==> config.mk <==
export PLATFORM = sky130hd
export DESIGN_NAME = utf16le_name_to_utf8
export DESIGN_NICKNAME = d
export VERILOG_FILES = /design/src/rtl/utn_pkg.sv /design/src/rtl/utn_front.sv /design/src/rtl/utn_queue.sv /design/src/rtl/utn_back.sv /design/src/rtl/utf16le_name_to_utf8.sv
export SDC_FILE = /design/constraint.sdc
export NUM_CORES = 1
export LEC_CHECK = 0
export ABC_AREA = 1
export BUFFER_PORTS_ARGS = -buffer_cell sky130_fd_sc_hd__buf_2
export CORE_UTILIZATION = 57
export DETAILED_ROUTE_END_ITERATION = 6
export PLACE_DENSITY = 0.86
export SYNTH_ARGS = -nofsm -noshare
export SYNTH_HDL_FRONTEND = slang
export SYNTH_SLANG_ARGS = --single-unit
==> constraint.sdc <==
create_clock -name i_clk -period 7 [get_ports i_clk]
set_input_delay 0.7 -clock i_clk [delete_from_list [all_inputs] [get_ports i_clk]]
set_output_delay 0.7 -clock i_clk [all_outputs]
set_load 0.01 [all_outputs]
==> src/rtl/utn_pkg.sv <==
// ============================================================================
// utn_pkg - shared types and constants of the UTF-16LE name transcoder
// Beat payloads, the work entry passed from the front end to the back end,
// status codes and the fixed constants of the UTF-16 and UTF-8 encodings.
// ============================================================================
`default_nettype none

package utn_pkg;

    // Status codes carried on the closing beat of a name.
    localparam logic [2:0] ST_OK        = 3'd0;
    localparam logic [2:0] ST_BAD_SURR  = 3'd1;
    localparam logic [2:0] ST_FORBIDDEN = 3'd2;
    localparam logic [2:0] ST_TOO_LONG  = 3'd3;
    localparam logic [2:0] ST_DOT_NAME  = 3'd4;

    localparam int DEF_MAX_UNITS = 255;

    // Work queue between front end and back end.
    localparam int QUEUE_DEPTH = 4;
    localparam int QPTR_W      = $clog2(QUEUE_DEPTH);

    localparam logic [15:0] HIGH_FIRST = 16'hD800;
    localparam logic [15:0] HIGH_LAST  = 16'hDBFF;
    localparam logic [15:0] LOW_FIRST  = 16'hDC00;
    localparam logic [15:0] LOW_LAST   = 16'hDFFF;
    localparam logic [20:0] SUPP_BASE  = 21'h10000;

    localparam logic [20:0] CP_NUL       = 21'h00000;
    localparam logic [20:0] CP_SLASH     = 21'h0002F;
    localparam logic [20:0] CP_BACKSLASH = 21'h0005C;
    localparam logic [7:0]  CH_DOT       = 8'h2E;

    localparam logic [7:0] LEAD2 = 8'hC0;
    localparam logic [7:0] LEAD3 = 8'hE0;
    localparam logic [7:0] LEAD4 = 8'hF0;
    localparam logic [7:0] CONT  = 8'h80;

    typedef struct packed {
        logic [15:0] code_unit;
        logic        final_unit;
    } t_in_item;

    typedef struct packed {
        logic [7:0] out_byte;
        logic       byte_valid;
        logic       name_end;
        logic [2:0] status;
    } t_out_item;

    // One unit's worth of results: zero to four bytes, then an optional
    // status beat when the unit closes the name.
    typedef struct packed {
        logic [3:0][7:0] bytes;
        logic [2:0]      nbytes;
        logic            fin;
        logic [2:0]      status;
    } t_work;

    typedef struct packed {
        logic  push;
        t_work entry;
    } t_push;

endpackage

`default_nettype wire

==> src/rtl/utn_front.sv <==
// ============================================================================
// utn_front - front end: surrogate pairing, checks and UTF-8 encoding
// Accepts a code unit a cycle unless stalled, keeps per-name state, pushes a
// work entry of the encoded bytes and, on the final unit, the name status.
// ============================================================================
`default_nettype none

module utn_front #(
    parameter int MAX_UNITS = utn_pkg::DEF_MAX_UNITS
) (
    input  wire              i_clk,
    input  wire              i_rst_n,
    input  wire              i_in_valid,
    input  utn_pkg::t_in_item i_in_item,
    input  wire              i_q_full,
    output logic             o_in_stall,
    output utn_pkg::t_push   o_push
);

    logic [9:0] r_pend_bits, n_pend_bits;
    logic       r_pend_valid, n_pend_valid;
    logic [7:0] r_units, n_units;
    logic [2:0] r_err, n_err;
    logic [1:0] r_bytes_cap, n_bytes_cap;
    logic       r_dots, n_dots;

    logic       accept;
    logic [2:0] nb;
    logic [3:0][7:0] bytes;
    logic [2:0] status;

    assign o_in_stall = i_q_full;
    assign accept     = i_in_valid && !i_q_full;

    always_comb begin
        logic        is_high;
        logic        is_low;
        logic        have_cp;
        logic [20:0] cp;
        logic [2:0]  cap_sum;
        logic [15:0] c;

        c       = i_in_item.code_unit;
        is_high = (c >= utn_pkg::HIGH_FIRST) && (c <= utn_pkg::HIGH_LAST);
        is_low  = (c >= utn_pkg::LOW_FIRST) && (c <= utn_pkg::LOW_LAST);
        have_cp = 1'b0;
        cp      = '0;
        nb      = '0;
        bytes   = '0;

        n_pend_bits  = r_pend_bits;
        n_pend_valid = r_pend_valid;
        n_err        = r_err;

        if (r_units >= 8'(MAX_UNITS)) begin
            // Length is judged before content and overrides earlier errors.
            n_err        = utn_pkg::ST_TOO_LONG;
            n_pend_valid = 1'b0;
            n_pend_bits  = '0;
        end else if (r_err == utn_pkg::ST_OK) begin
            if (r_pend_valid) begin
                n_pend_valid = 1'b0;
                if (!is_low) begin
                    n_err = utn_pkg::ST_BAD_SURR;
                end else begin
                    cp          = utn_pkg::SUPP_BASE + {1'b0, r_pend_bits, c[9:0]};
                    have_cp     = 1'b1;
                    n_pend_bits = '0;
                end
            end else if (is_high) begin
                if (i_in_item.final_unit) begin
                    n_err = utn_pkg::ST_BAD_SURR;
                end else begin
                    n_pend_bits  = c[9:0];
                    n_pend_valid = 1'b1;
                end
            end else if (is_low) begin
                n_err = utn_pkg::ST_BAD_SURR;
            end else begin
                cp      = {5'd0, c};
                have_cp = 1'b1;
            end

            if (have_cp) begin
                if (cp == utn_pkg::CP_NUL || cp == utn_pkg::CP_SLASH ||
                    cp == utn_pkg::CP_BACKSLASH) begin
                    n_err = utn_pkg::ST_FORBIDDEN;
                end else if (cp < 21'h80) begin
                    nb       = 3'd1;
                    bytes[0] = cp[7:0];
                end else if (cp < 21'h800) begin
                    nb       = 3'd2;
                    bytes[0] = utn_pkg::LEAD2 | {3'd0, cp[10:6]};
                    bytes[1] = utn_pkg::CONT | {2'd0, cp[5:0]};
                end else if (cp < utn_pkg::SUPP_BASE) begin
                    nb       = 3'd3;
                    bytes[0] = utn_pkg::LEAD3 | {4'd0, cp[15:12]};
                    bytes[1] = utn_pkg::CONT | {2'd0, cp[11:6]};
                    bytes[2] = utn_pkg::CONT | {2'd0, cp[5:0]};
                end else begin
                    nb       = 3'd4;
                    bytes[0] = utn_pkg::LEAD4 | {5'd0, cp[20:18]};
                    bytes[1] = utn_pkg::CONT | {2'd0, cp[17:12]};
                    bytes[2] = utn_pkg::CONT | {2'd0, cp[11:6]};
                    bytes[3] = utn_pkg::CONT | {2'd0, cp[5:0]};
                end
            end
        end

        n_units = (r_units == 8'hFF) ? r_units : r_units + 8'd1;

        cap_sum     = {1'b0, r_bytes_cap} + nb;
        n_bytes_cap = (cap_sum >= 3'd3) ? 2'd3 : cap_sum[1:0];

        // Only a single-byte character can be a dot.
        n_dots = r_dots;
        if (nb != 3'd0 && !(nb == 3'd1 && bytes[0] == utn_pkg::CH_DOT)) begin
            n_dots = 1'b0;
        end

        status = n_err;
        if (n_err == utn_pkg::ST_OK && n_dots &&
            (n_bytes_cap == 2'd1 || n_bytes_cap == 2'd2)) begin
            status = utn_pkg::ST_DOT_NAME;
        end
    end

    always_comb begin
        o_push.push         = accept && (nb != 3'd0 || i_in_item.final_unit);
        o_push.entry.bytes  = bytes;
        o_push.entry.nbytes = nb;
        o_push.entry.fin    = i_in_item.final_unit;
        o_push.entry.status = i_in_item.final_unit ? status : utn_pkg::ST_OK;
    end

    always_ff @(posedge i_clk) begin
        if (!i_rst_n) begin
            r_pend_bits  <= '0;
            r_pend_valid <= 1'b0;
            r_units      <= '0;
            r_err        <= utn_pkg::ST_OK;
            r_bytes_cap  <= '0;
            r_dots       <= 1'b1;
        end else if (accept) begin
            if (i_in_item.final_unit) begin
                r_pend_bits  <= '0;
                r_pend_valid <= 1'b0;
                r_units      <= '0;
                r_err        <= utn_pkg::ST_OK;
                r_bytes_cap  <= '0;
                r_dots       <= 1'b1;
            end else begin
                r_pend_bits  <= n_pend_bits;
                r_pend_valid <= n_pend_valid;
                r_units      <= n_units;
                r_err        <= n_err;
                r_bytes_cap  <= n_bytes_cap;
                r_dots       <= n_dots;
            end
        end
    end

endmodule

`default_nettype wire

==> src/rtl/utn_queue.sv <==
// ============================================================================
// utn_queue - work queue between front end and back end
// A small register FIFO of work entries with an occupancy count.
// ============================================================================
`default_nettype none

module utn_queue (
    input  wire             i_clk,
    input  wire             i_rst_n,
    input  utn_pkg::t_push  i_push,
    input  wire             i_pop,
    output logic            o_full,
    output logic            o_empty,
    output utn_pkg::t_work  o_head
);

    localparam int W = utn_pkg::QPTR_W;

    utn_pkg::t_work r_mem [utn_pkg::QUEUE_DEPTH];
    logic [W-1:0]   r_wr_ptr;
    logic [W-1:0]   r_rd_ptr;
    logic [W:0]     r_count;
    logic           do_push;
    logic           do_pop;

    assign o_full  = (r_count == (W+1)'(utn_pkg::QUEUE_DEPTH));
    assign o_empty = (r_count == '0);
    assign o_head  = r_mem[r_rd_ptr];
    assign do_push = i_push.push && !o_full;
    assign do_pop  = i_pop && !o_empty;

    always_ff @(posedge i_clk) begin
        if (do_push) begin
            r_mem[r_wr_ptr] <= i_push.entry;
        end
    end

    always_ff @(posedge i_clk) begin
        if (!i_rst_n) begin
            r_wr_ptr <= '0;
            r_rd_ptr <= '0;
            r_count  <= '0;
        end else begin
            if (do_push) begin
                r_wr_ptr <= (r_wr_ptr == W'(utn_pkg::QUEUE_DEPTH - 1)) ? '0 : r_wr_ptr + 1'b1;
            end
            if (do_pop) begin
                r_rd_ptr <= (r_rd_ptr == W'(utn_pkg::QUEUE_DEPTH - 1)) ? '0 : r_rd_ptr + 1'b1;
            end
            case ({do_push, do_pop})
                2'b10:   r_count <= r_count + 1'b1;
                2'b01:   r_count <= r_count - 1'b1;
                default: r_count <= r_count;
            endcase
        end
    end

endmodule

`default_nettype wire

==> src/rtl/utn_back.sv <==
// ============================================================================
// utn_back - back end: serialises work entries into result beats
// Takes one entry at a time from the queue and sends its bytes, then the
// status beat if the entry closes a name, through an output register.
// ============================================================================
`default_nettype none

module utn_back (
    input  wire               i_clk,
    input  wire               i_rst_n,
    input  wire               i_q_empty,
    input  utn_pkg::t_work    i_head,
    output logic              o_pop,
    output logic              o_out_valid,
    output utn_pkg::t_out_item o_out_item,
    input  wire               i_out_stall
);

    utn_pkg::t_work    r_cur;
    logic              r_cur_valid;
    logic [2:0]        r_idx;
    logic              r_out_valid;
    utn_pkg::t_out_item r_out_item;
    utn_pkg::t_out_item n_out_item;

    logic       slot_free;
    logic       emit;
    logic       last;
    logic [2:0] count;

    assign count     = r_cur.nbytes + {2'd0, r_cur.fin};
    assign slot_free = !r_out_valid || !i_out_stall;
    assign emit      = r_cur_valid && slot_free;
    assign last      = emit && (r_idx == count - 3'd1);
    assign o_pop     = (!r_cur_valid || last) && !i_q_empty;

    assign o_out_valid = r_out_valid;
    assign o_out_item  = r_out_item;

    always_comb begin
        if (r_idx < r_cur.nbytes) begin
            n_out_item.out_byte   = r_cur.bytes[r_idx[1:0]];
            n_out_item.byte_valid = 1'b1;
            n_out_item.name_end   = 1'b0;
            n_out_item.status     = utn_pkg::ST_OK;
        end else begin
            n_out_item.out_byte   = '0;
            n_out_item.byte_valid = 1'b0;
            n_out_item.name_end   = 1'b1;
            n_out_item.status     = r_cur.status;
        end
    end

    always_ff @(posedge i_clk) begin
        if (emit) begin
            r_out_item <= n_out_item;
        end
        if (o_pop) begin
            r_cur <= i_head;
        end
    end

    always_ff @(posedge i_clk) begin
        if (!i_rst_n) begin
            r_cur_valid <= 1'b0;
            r_idx       <= '0;
            r_out_valid <= 1'b0;
        end else begin
            if (o_pop) begin
                r_cur_valid <= 1'b1;
                r_idx       <= '0;
            end else if (last) begin
                r_cur_valid <= 1'b0;
            end else if (emit) begin
                r_idx <= r_idx + 3'd1;
            end

            if (emit) begin
                r_out_valid <= 1'b1;
            end else if (slot_free) begin
                r_out_valid <= 1'b0;
            end
        end
    end

endmodule

`default_nettype wire

==> src/rtl/utf16le_name_to_utf8.sv <==
// ============================================================================
// utf16le_name_to_utf8 - UTF-16LE file name to UTF-8 transcoder
// Pairs surrogates, checks the name and emits UTF-8 bytes and a status beat.
// ============================================================================
// The block takes one code unit per beat and can accept a unit every cycle
// while its four-entry work queue has room. Each unit gives zero to four
// UTF-8 byte beats, and a final unit adds one status beat; the output sends
// one beat a cycle while it is not stalled, and a unit's result beats (one
// for ASCII, up to three for a basic-plane character, four for a surrogate
// pair, plus one at the end of a name) leave one after another. The sustained
// rate is set by that single-beat output. On a non-zero status the bytes
// already sent for the name are to be discarded.
`default_nettype none

module utf16le_name_to_utf8 #(
    parameter int MAX_UNITS = utn_pkg::DEF_MAX_UNITS
) (
    input  wire                i_clk,
    input  wire                i_rst_n,
    input  wire                i_in_valid,
    input  utn_pkg::t_in_item  i_in_item,
    output logic               o_in_stall,
    output logic               o_out_valid,
    output utn_pkg::t_out_item o_out_item,
    input  wire                i_out_stall
);

    utn_pkg::t_push push;
    utn_pkg::t_work head;
    logic           q_full;
    logic           q_empty;
    logic           pop;

    utn_front #(
        .MAX_UNITS(MAX_UNITS)
    ) u_front (
        .i_clk      (i_clk),
        .i_rst_n    (i_rst_n),
        .i_in_valid (i_in_valid),
        .i_in_item  (i_in_item),
        .i_q_full   (q_full),
        .o_in_stall (o_in_stall),
        .o_push     (push)
    );

    utn_queue u_queue (
        .i_clk   (i_clk),
        .i_rst_n (i_rst_n),
        .i_push  (push),
        .i_pop   (pop),
        .o_full  (q_full),
        .o_empty (q_empty),
        .o_head  (head)
    );

    utn_back u_back (
        .i_clk       (i_clk),
        .i_rst_n     (i_rst_n),
        .i_q_empty   (q_empty),
        .i_head      (head),
        .o_pop       (pop),
        .o_out_valid (o_out_valid),
        .o_out_item  (o_out_item),
        .i_out_stall (i_out_stall)
    );

endmodule

`default_nettype wire

==> Word-level counts from Yosys, hierarchy flattened <==
Memory sizes are Yosys's and may differ from the RTL's. A register that Yosys moved wholly into a read port is not among the register bits.
Cells that the tools add are included.
{ "word_totals": {"elab_cells": 165, "in_bits": 21, "reg_bits": 50, "output_inout_bits": 15, "mem_count": 1, "mem_bits_rw": 156} }
{ "classes": {"eq_ne": 15, "muxes": 70, "n_addsub": 10, "n_reduce_logical": 40, "bitwise": 2, "n_lt_le_gt_ge": 11} }
{ "memory_table": {"columns": ["name", "depth", "width", "rd", "rd_ports_with_merged_regs", "wr", "line_no", "rtl"], "rows": [
  ["u_queue.r_mem", 4, 39, 1, 1, 1, "utn_queue.sv:19", "utn_pkg::t_work r_mem [utn_pkg::QUEUE_DEPTH];"]
]} }
{ "op_table": {"columns": ["cell", "count"], "rows": [
  ["$mux W32", 4],
  ["$mux W21", 5],
  ["$mux W10", 6],
  ["$mux W3", 19],
  ["$mux W16", 3],
  ["$mux W8", 5],
  ["$ge A16 B16 Y1 const B", 2],
  ["$le A16 B16 Y1 const B", 2],
  ["$mux W24", 1],
  ["$mux W22", 1],
  ["$add A17 B20 Y21 const A", 1],
  ["$eq A21 B6 Y1 const B", 1],
  ["$eq A21 B7 Y1 const B", 1],
  ["$logic_not A21 Y1", 1],
  ["$lt A21 B12 Y1 const B", 1],
  ["$lt A21 B17 Y1 const B", 1],
  ["$lt A21 B8 Y1 const B", 1],
  ["$mux W1", 19],
  ["$bmux W8 S2", 1],
  ["$logic_and A1 B1 Y1", 13],
  ["$logic_not A3 Y1", 3],
  ["$add A8 B1 Y8 const B", 1],
  ["$eq A2 B2 Y1 const B", 4],
  ["$eq A8 B6 Y1 const B", 1],
  ["other kinds (28)", 51]
]} }

==> Depth between registers and ports, before layout <==
{ "depth": {"word_depth": 24, "ltp_mapped": 22, "mapped_depth_nobuf": 22} }

==> Modules after synthesis <==
From an unflattened synthesis, not the netlist that was laid out.
{ "hier_totals": {"cells_unflattened": 1051, "hier_area_um2": 11109.4} }
{ "modules_own_cells": {"columns": ["mod", "area_each_um2", "cells_per_inst", "instances"], "rows": [
  ["utn_queue", 6286.0, 448, 1],
  ["utn_front", 2504.9, 417, 1],
  ["utn_back", 2318.5, 186, 1]
]} }

==> Least setup slack after synthesis <==
Ideal clock, no wire load.
{ "synth_path": {"path_kind": "register -> register", "start": "register u_back.r_cur[3] (netlist name)", "end": "register u_queue.r_count[2]", "t_required_ns": 6.878, "n_path_buf": 0, "path_stages_with_launch": 17, "arrival_ns": 4.218, "synth_period_minus_slack_ns": 4.341, "slack_ns": 2.659, "setup_ns": 0.122, "cell_sequence": "edfxtp_1 > inv_1 > ha_1 > ha_1 > xnor2_1 > xor2_1 > nand3_1 > o21ai_0 > inv_1 > nor2_1 > ha_1 > inv_1 > fa_1 > a21oi_1 > o21ai_0 > o21ai_0 > a21oi_1"} }
{ "synth_via": {"elab_chain_len": 9, "word_cells_on_any_way": 11} }
{ "synth_rtl": {"columns": ["item", "line_no", "rtl"], "rows": [
  ["$add A3 B1 Y3 *", "utn_back.sv:31", "assign count = r_cur.nbytes + {2'd0, r_cur.fin};"],
  ["$sub A3 B1 Y3 *", "utn_back.sv:34", "assign last = emit && (r_idx == count - 3'd1);"],
  ["$eq A3 B3 Y1 *", "utn_back.sv:34", null],
  ["$logic_and A1 B1 Y1 *", "utn_back.sv:34", null],
  ["$logic_or A1 B1 Y1 *", "utn_back.sv:35", "assign o_pop = (!r_cur_valid || last) && !i_q_empty;"],
  ["$logic_and A1 B1 Y1 *", "utn_back.sv:35", null],
  ["named net pop", "utf16le_name_to_utf8.sv:32", "logic pop;"],
  ["$logic_and A1 B1 Y1 *", "utn_queue.sv:30", "assign do_pop = i_pop && !o_empty;"],
  ["$eq A2 B1 Y1 or $eq A2 B2 Y1 (tied branches)", "utn_queue.sv:50", "case ({do_push, do_pop})"],
  ["$pmux W3 S2 or $reduce_bool A2 Y1 (tied branches)", null, null],
  ["to (signal assigned)", "utn_queue.sv:51", "2'b10: r_count <= r_count + 1'b1;"],
  ["to (signal assigned)", "utn_queue.sv:52", "2'b01: r_count <= r_count - 1'b1;"],
  ["to (signal assigned)", "utn_queue.sv:53", "default: r_count <= r_count;"],
  ["to (decl)", "utn_queue.sv:22", "logic [W:0] r_count;"]
]} }
The timed path passes the listed nets; every way through them passes the cells marked *.
A chain may end at the register's enable or synchronous reset.

==> impl_metrics.ini <==
[global_routing]
grt_max_degree = 74
antenna_found_initial = 0
overflow = 0
grt_use_total = 0.2546
grt_pass1_wl_microns = 35450
grt_pass1_vias = 6781

[clock_network]
cts_buffer_depth = 3
cts.clk_slew.worst_paths_ns = 0.06
holdBufCountCts = 0
cts_buffers = 23
cts_tree = yes
htreeDepth = 1
numClockSinks = 225
post_cts_resized = 0
clock_latency_ns = 0.51
cts-root-buf = clkbuf_16
postCtsSetupBuffers = 0

[setup_path]
crit_top_cell = nand2_1
worst_path_max_delay_cell = a2111oi_0
cp_slowest_stage_delay_ns = 0.94
cp-start-kind = flop
critPathMaxFanout = 14
cp_top_family = compound AO/OA/AOI/OAI gates
critPathRequiredTime_ns = 7.33
worstPathArrival_ns = 4.70
crit_chain = inv_2 -> or2_0 -> nand4_1 -> nand2_1 -> nor2_4 -> nand2_4 -> inv_2 -> nand2_1 -> a2111oi_0 -> ha_1 -> fa_1 -> a21oi_1 -> nand4_1 -> nor2_1 -> nand2_1 -> a21oi_2
cp_num_buf_inv = 2
path_class = flop to flop
cp-end-kind = flop

[pwr]
netSwitchingFraction = 0.3301
powerDensity_nw_per_um2 = 386.1
ir_drop_v = 0.0002666
p_comb_frac = 0.263
p_int_uw = 2861
p_seq_frac = 0.460
power.switching_uw = 1410
p_leak_uw = 0.004126
clkPwrFrac = 0.276

[synthesis]
synth.cell_area_sq_um = 9970
synth_edf_count = 188
yosysUniqueCellTypes = 44
synth_fp_nets = 973
syn_avg_cell_area_sq_um = 10.65
ys_async_sr_fraction = 0
ys_ff_latch = 225
yosysWarnings = 0
ys_seq_area_frac = 0.6406
ys.flop_type = edfxtp_1
syn_inst = 936

[cells_and_area]
mostFrequentLayoutCells = edfxtp_1, nor2_1, o21ai_0, nand2_1, inv_1
area_growth_syn_to_layout_pct = 10.94
mostFrequentLayoutCell = edfxtp_1
stdcell_count = 1200
n_fill_cell = 1318
multi_input_area_sq_um = 3136
seq_area_sq_um = 6387
nets = 1002
diodes = 0
finalInstanceArea_sq_um = 11060
drive_gt1_frac = 0.1255

[timing]
rsz0062_at_grt = false
worst_pin_slew_ns = 1.195
setup_tns_ns = 0
setup_viol = 0
slew_headroom = 0.1970
fin_crit_ns = 4.362
finClkSkew_ns = 0.01031
slew_viol_final = 0
max_freq_mhz = 229.3
finalHoldViolations = 0
finalCritPeriodShare = 0.6231

[route]
ant_nets = 0
firstDrtPassIters = 5
routed_via_density = 5.839
wl_per_cell_microns = 18.43
routed_wl_microns = 22120
dr_total_vias = 7007
drtIter0Drc = 743
drc = 0

[floorplan]
start_util = 0.5928
dieArea_sq_um = 18020
core-area_sq_um = 16820
die_y_microns = 134.3
rows = 47
io-pin-count = 36
die_x_microns = 134.3

[place]
gp_congestion = 0.9198
post-place-cells = 1160
dp_hpwl_microns = 14190
io_buffers = 35
post_dp_cell_area_sq_um = 10340

[job]
drv_cap = 0

[hold_path]
worstHoldPathType = flop to flop

[status]
status = finished clean
worst min-delay path: stages (launching register included):
cell and delay (ns):
dfxtp_1 0.31, inv_1 0.07, nor3_1 0.05
cell families after synthesis:
group / share of synthesized area
AOI/OAI and AO/OA: 0.1246
xor gates and xnor gates: 0.007907
adders and majority gates: 0.02159
buffers and inverters: 0.04870
DFF: 0.6406
and+or+nand+nor: 0.1566
worst paths after layout:
kind	slack [ns]	cells after the start	start	to
worst max register to register	2.64	16	u_front.r_pend_valid	u_queue.r_mem[2][2]
worst max-delay path	2.64	16	u_front.r_pend_valid	u_queue.r_mem[2][2]
worst min register to register	0.47	2	u_front.r_err[2]	u_front.r_err[2]
worst min-delay path	0.47	2	u_front.r_err[2]	u_front.r_err[2]
power groups by stage:
stage | Combinational (uW) | Clock, uW | Sequential [uW]
6_report | 1120 | 1180 | 1970
3_5_place_dp | 1110 | 0 | 1990
2_1_floorplan | 773 | 0 | 1970
4_1_cts | 1120 | 1190 | 1970
5_1_grt | 1260 | 1240 | 1990
3_3_place_gp | 1060 | 0 | 1980
per-stage QoR:
step / power [uW] / utilization / hold WS [ns] / setup slack, ns
after detailed placement: 3104 / 0.6148 / 0.4532 / 2.312
after floorplan: 2744 / - / 0.4233 / 2.659
after global placement: 3036 / 0.6148 / 0.4395 / 2.535
after global routing: 4491 / 0.6576 / 0.4923 / 2.272
final: 4271 / 0.6576 / 0.4666 / 2.638
after CTS: 4275 / 0.6576 / 0.4643 / 2.674
routing by layer:
metal,vias to the layer above,GRT usage,part of all wire
met2,302,0.4312,0.50
li1,3340,-,-
met4,0,0.07678,0.018
met5,-,0,0
met3,32,0.03439,0.067
met1,3333,0.3437,0.42
final cells by class:
type                            instances  share of cell area
Clock buffer                           27             0.05339
Clock inverter                         13             0.01176
Inverter                               89             0.03043
Multi-Input combinational cell        587              0.2835
Sequential cell                       225              0.5775
Tap cell                              220             0.02489
Timing Repair Buffer                   39             0.01855
state kept, by name (all words and copies together), names as in the netlist, 2 cells and up:
register and count:
u_queue.r_mem 140, u_back.r_cur 35, u_back.o_out_item 13, u_front.r_pend_bits 10, u_front.r_units 8, u_back.r_idx 3
u_front.r_err 3, u_queue.r_count 3, u_front.r_bytes_cap 2, u_queue.r_rd_ptr 2, u_queue.r_wr_ptr 2
Yosys cell counts, types with 7 or more instances:
master      n  area (sq um)
a211oi_1   12         90.09
a21oi_1    43         215.2
clkbuf_1   30         112.6
dfxtp_1    37         740.7
edfxtp_1  188          5645
ha_1       14         175.2
inv_1      75         281.5
inv_2      10         37.54
nand2_1    91         341.6
nand3_1    29         145.1
nand4_1    10         62.56
nor2_1    167         626.9
nor2_4      7         78.83
nor3_1     11         55.05
o21ai_0   105         525.5
o21ai_1     7         35.03
o22ai_1    35         219.0
Note: power is estimated with default switching activity, not from simulation.
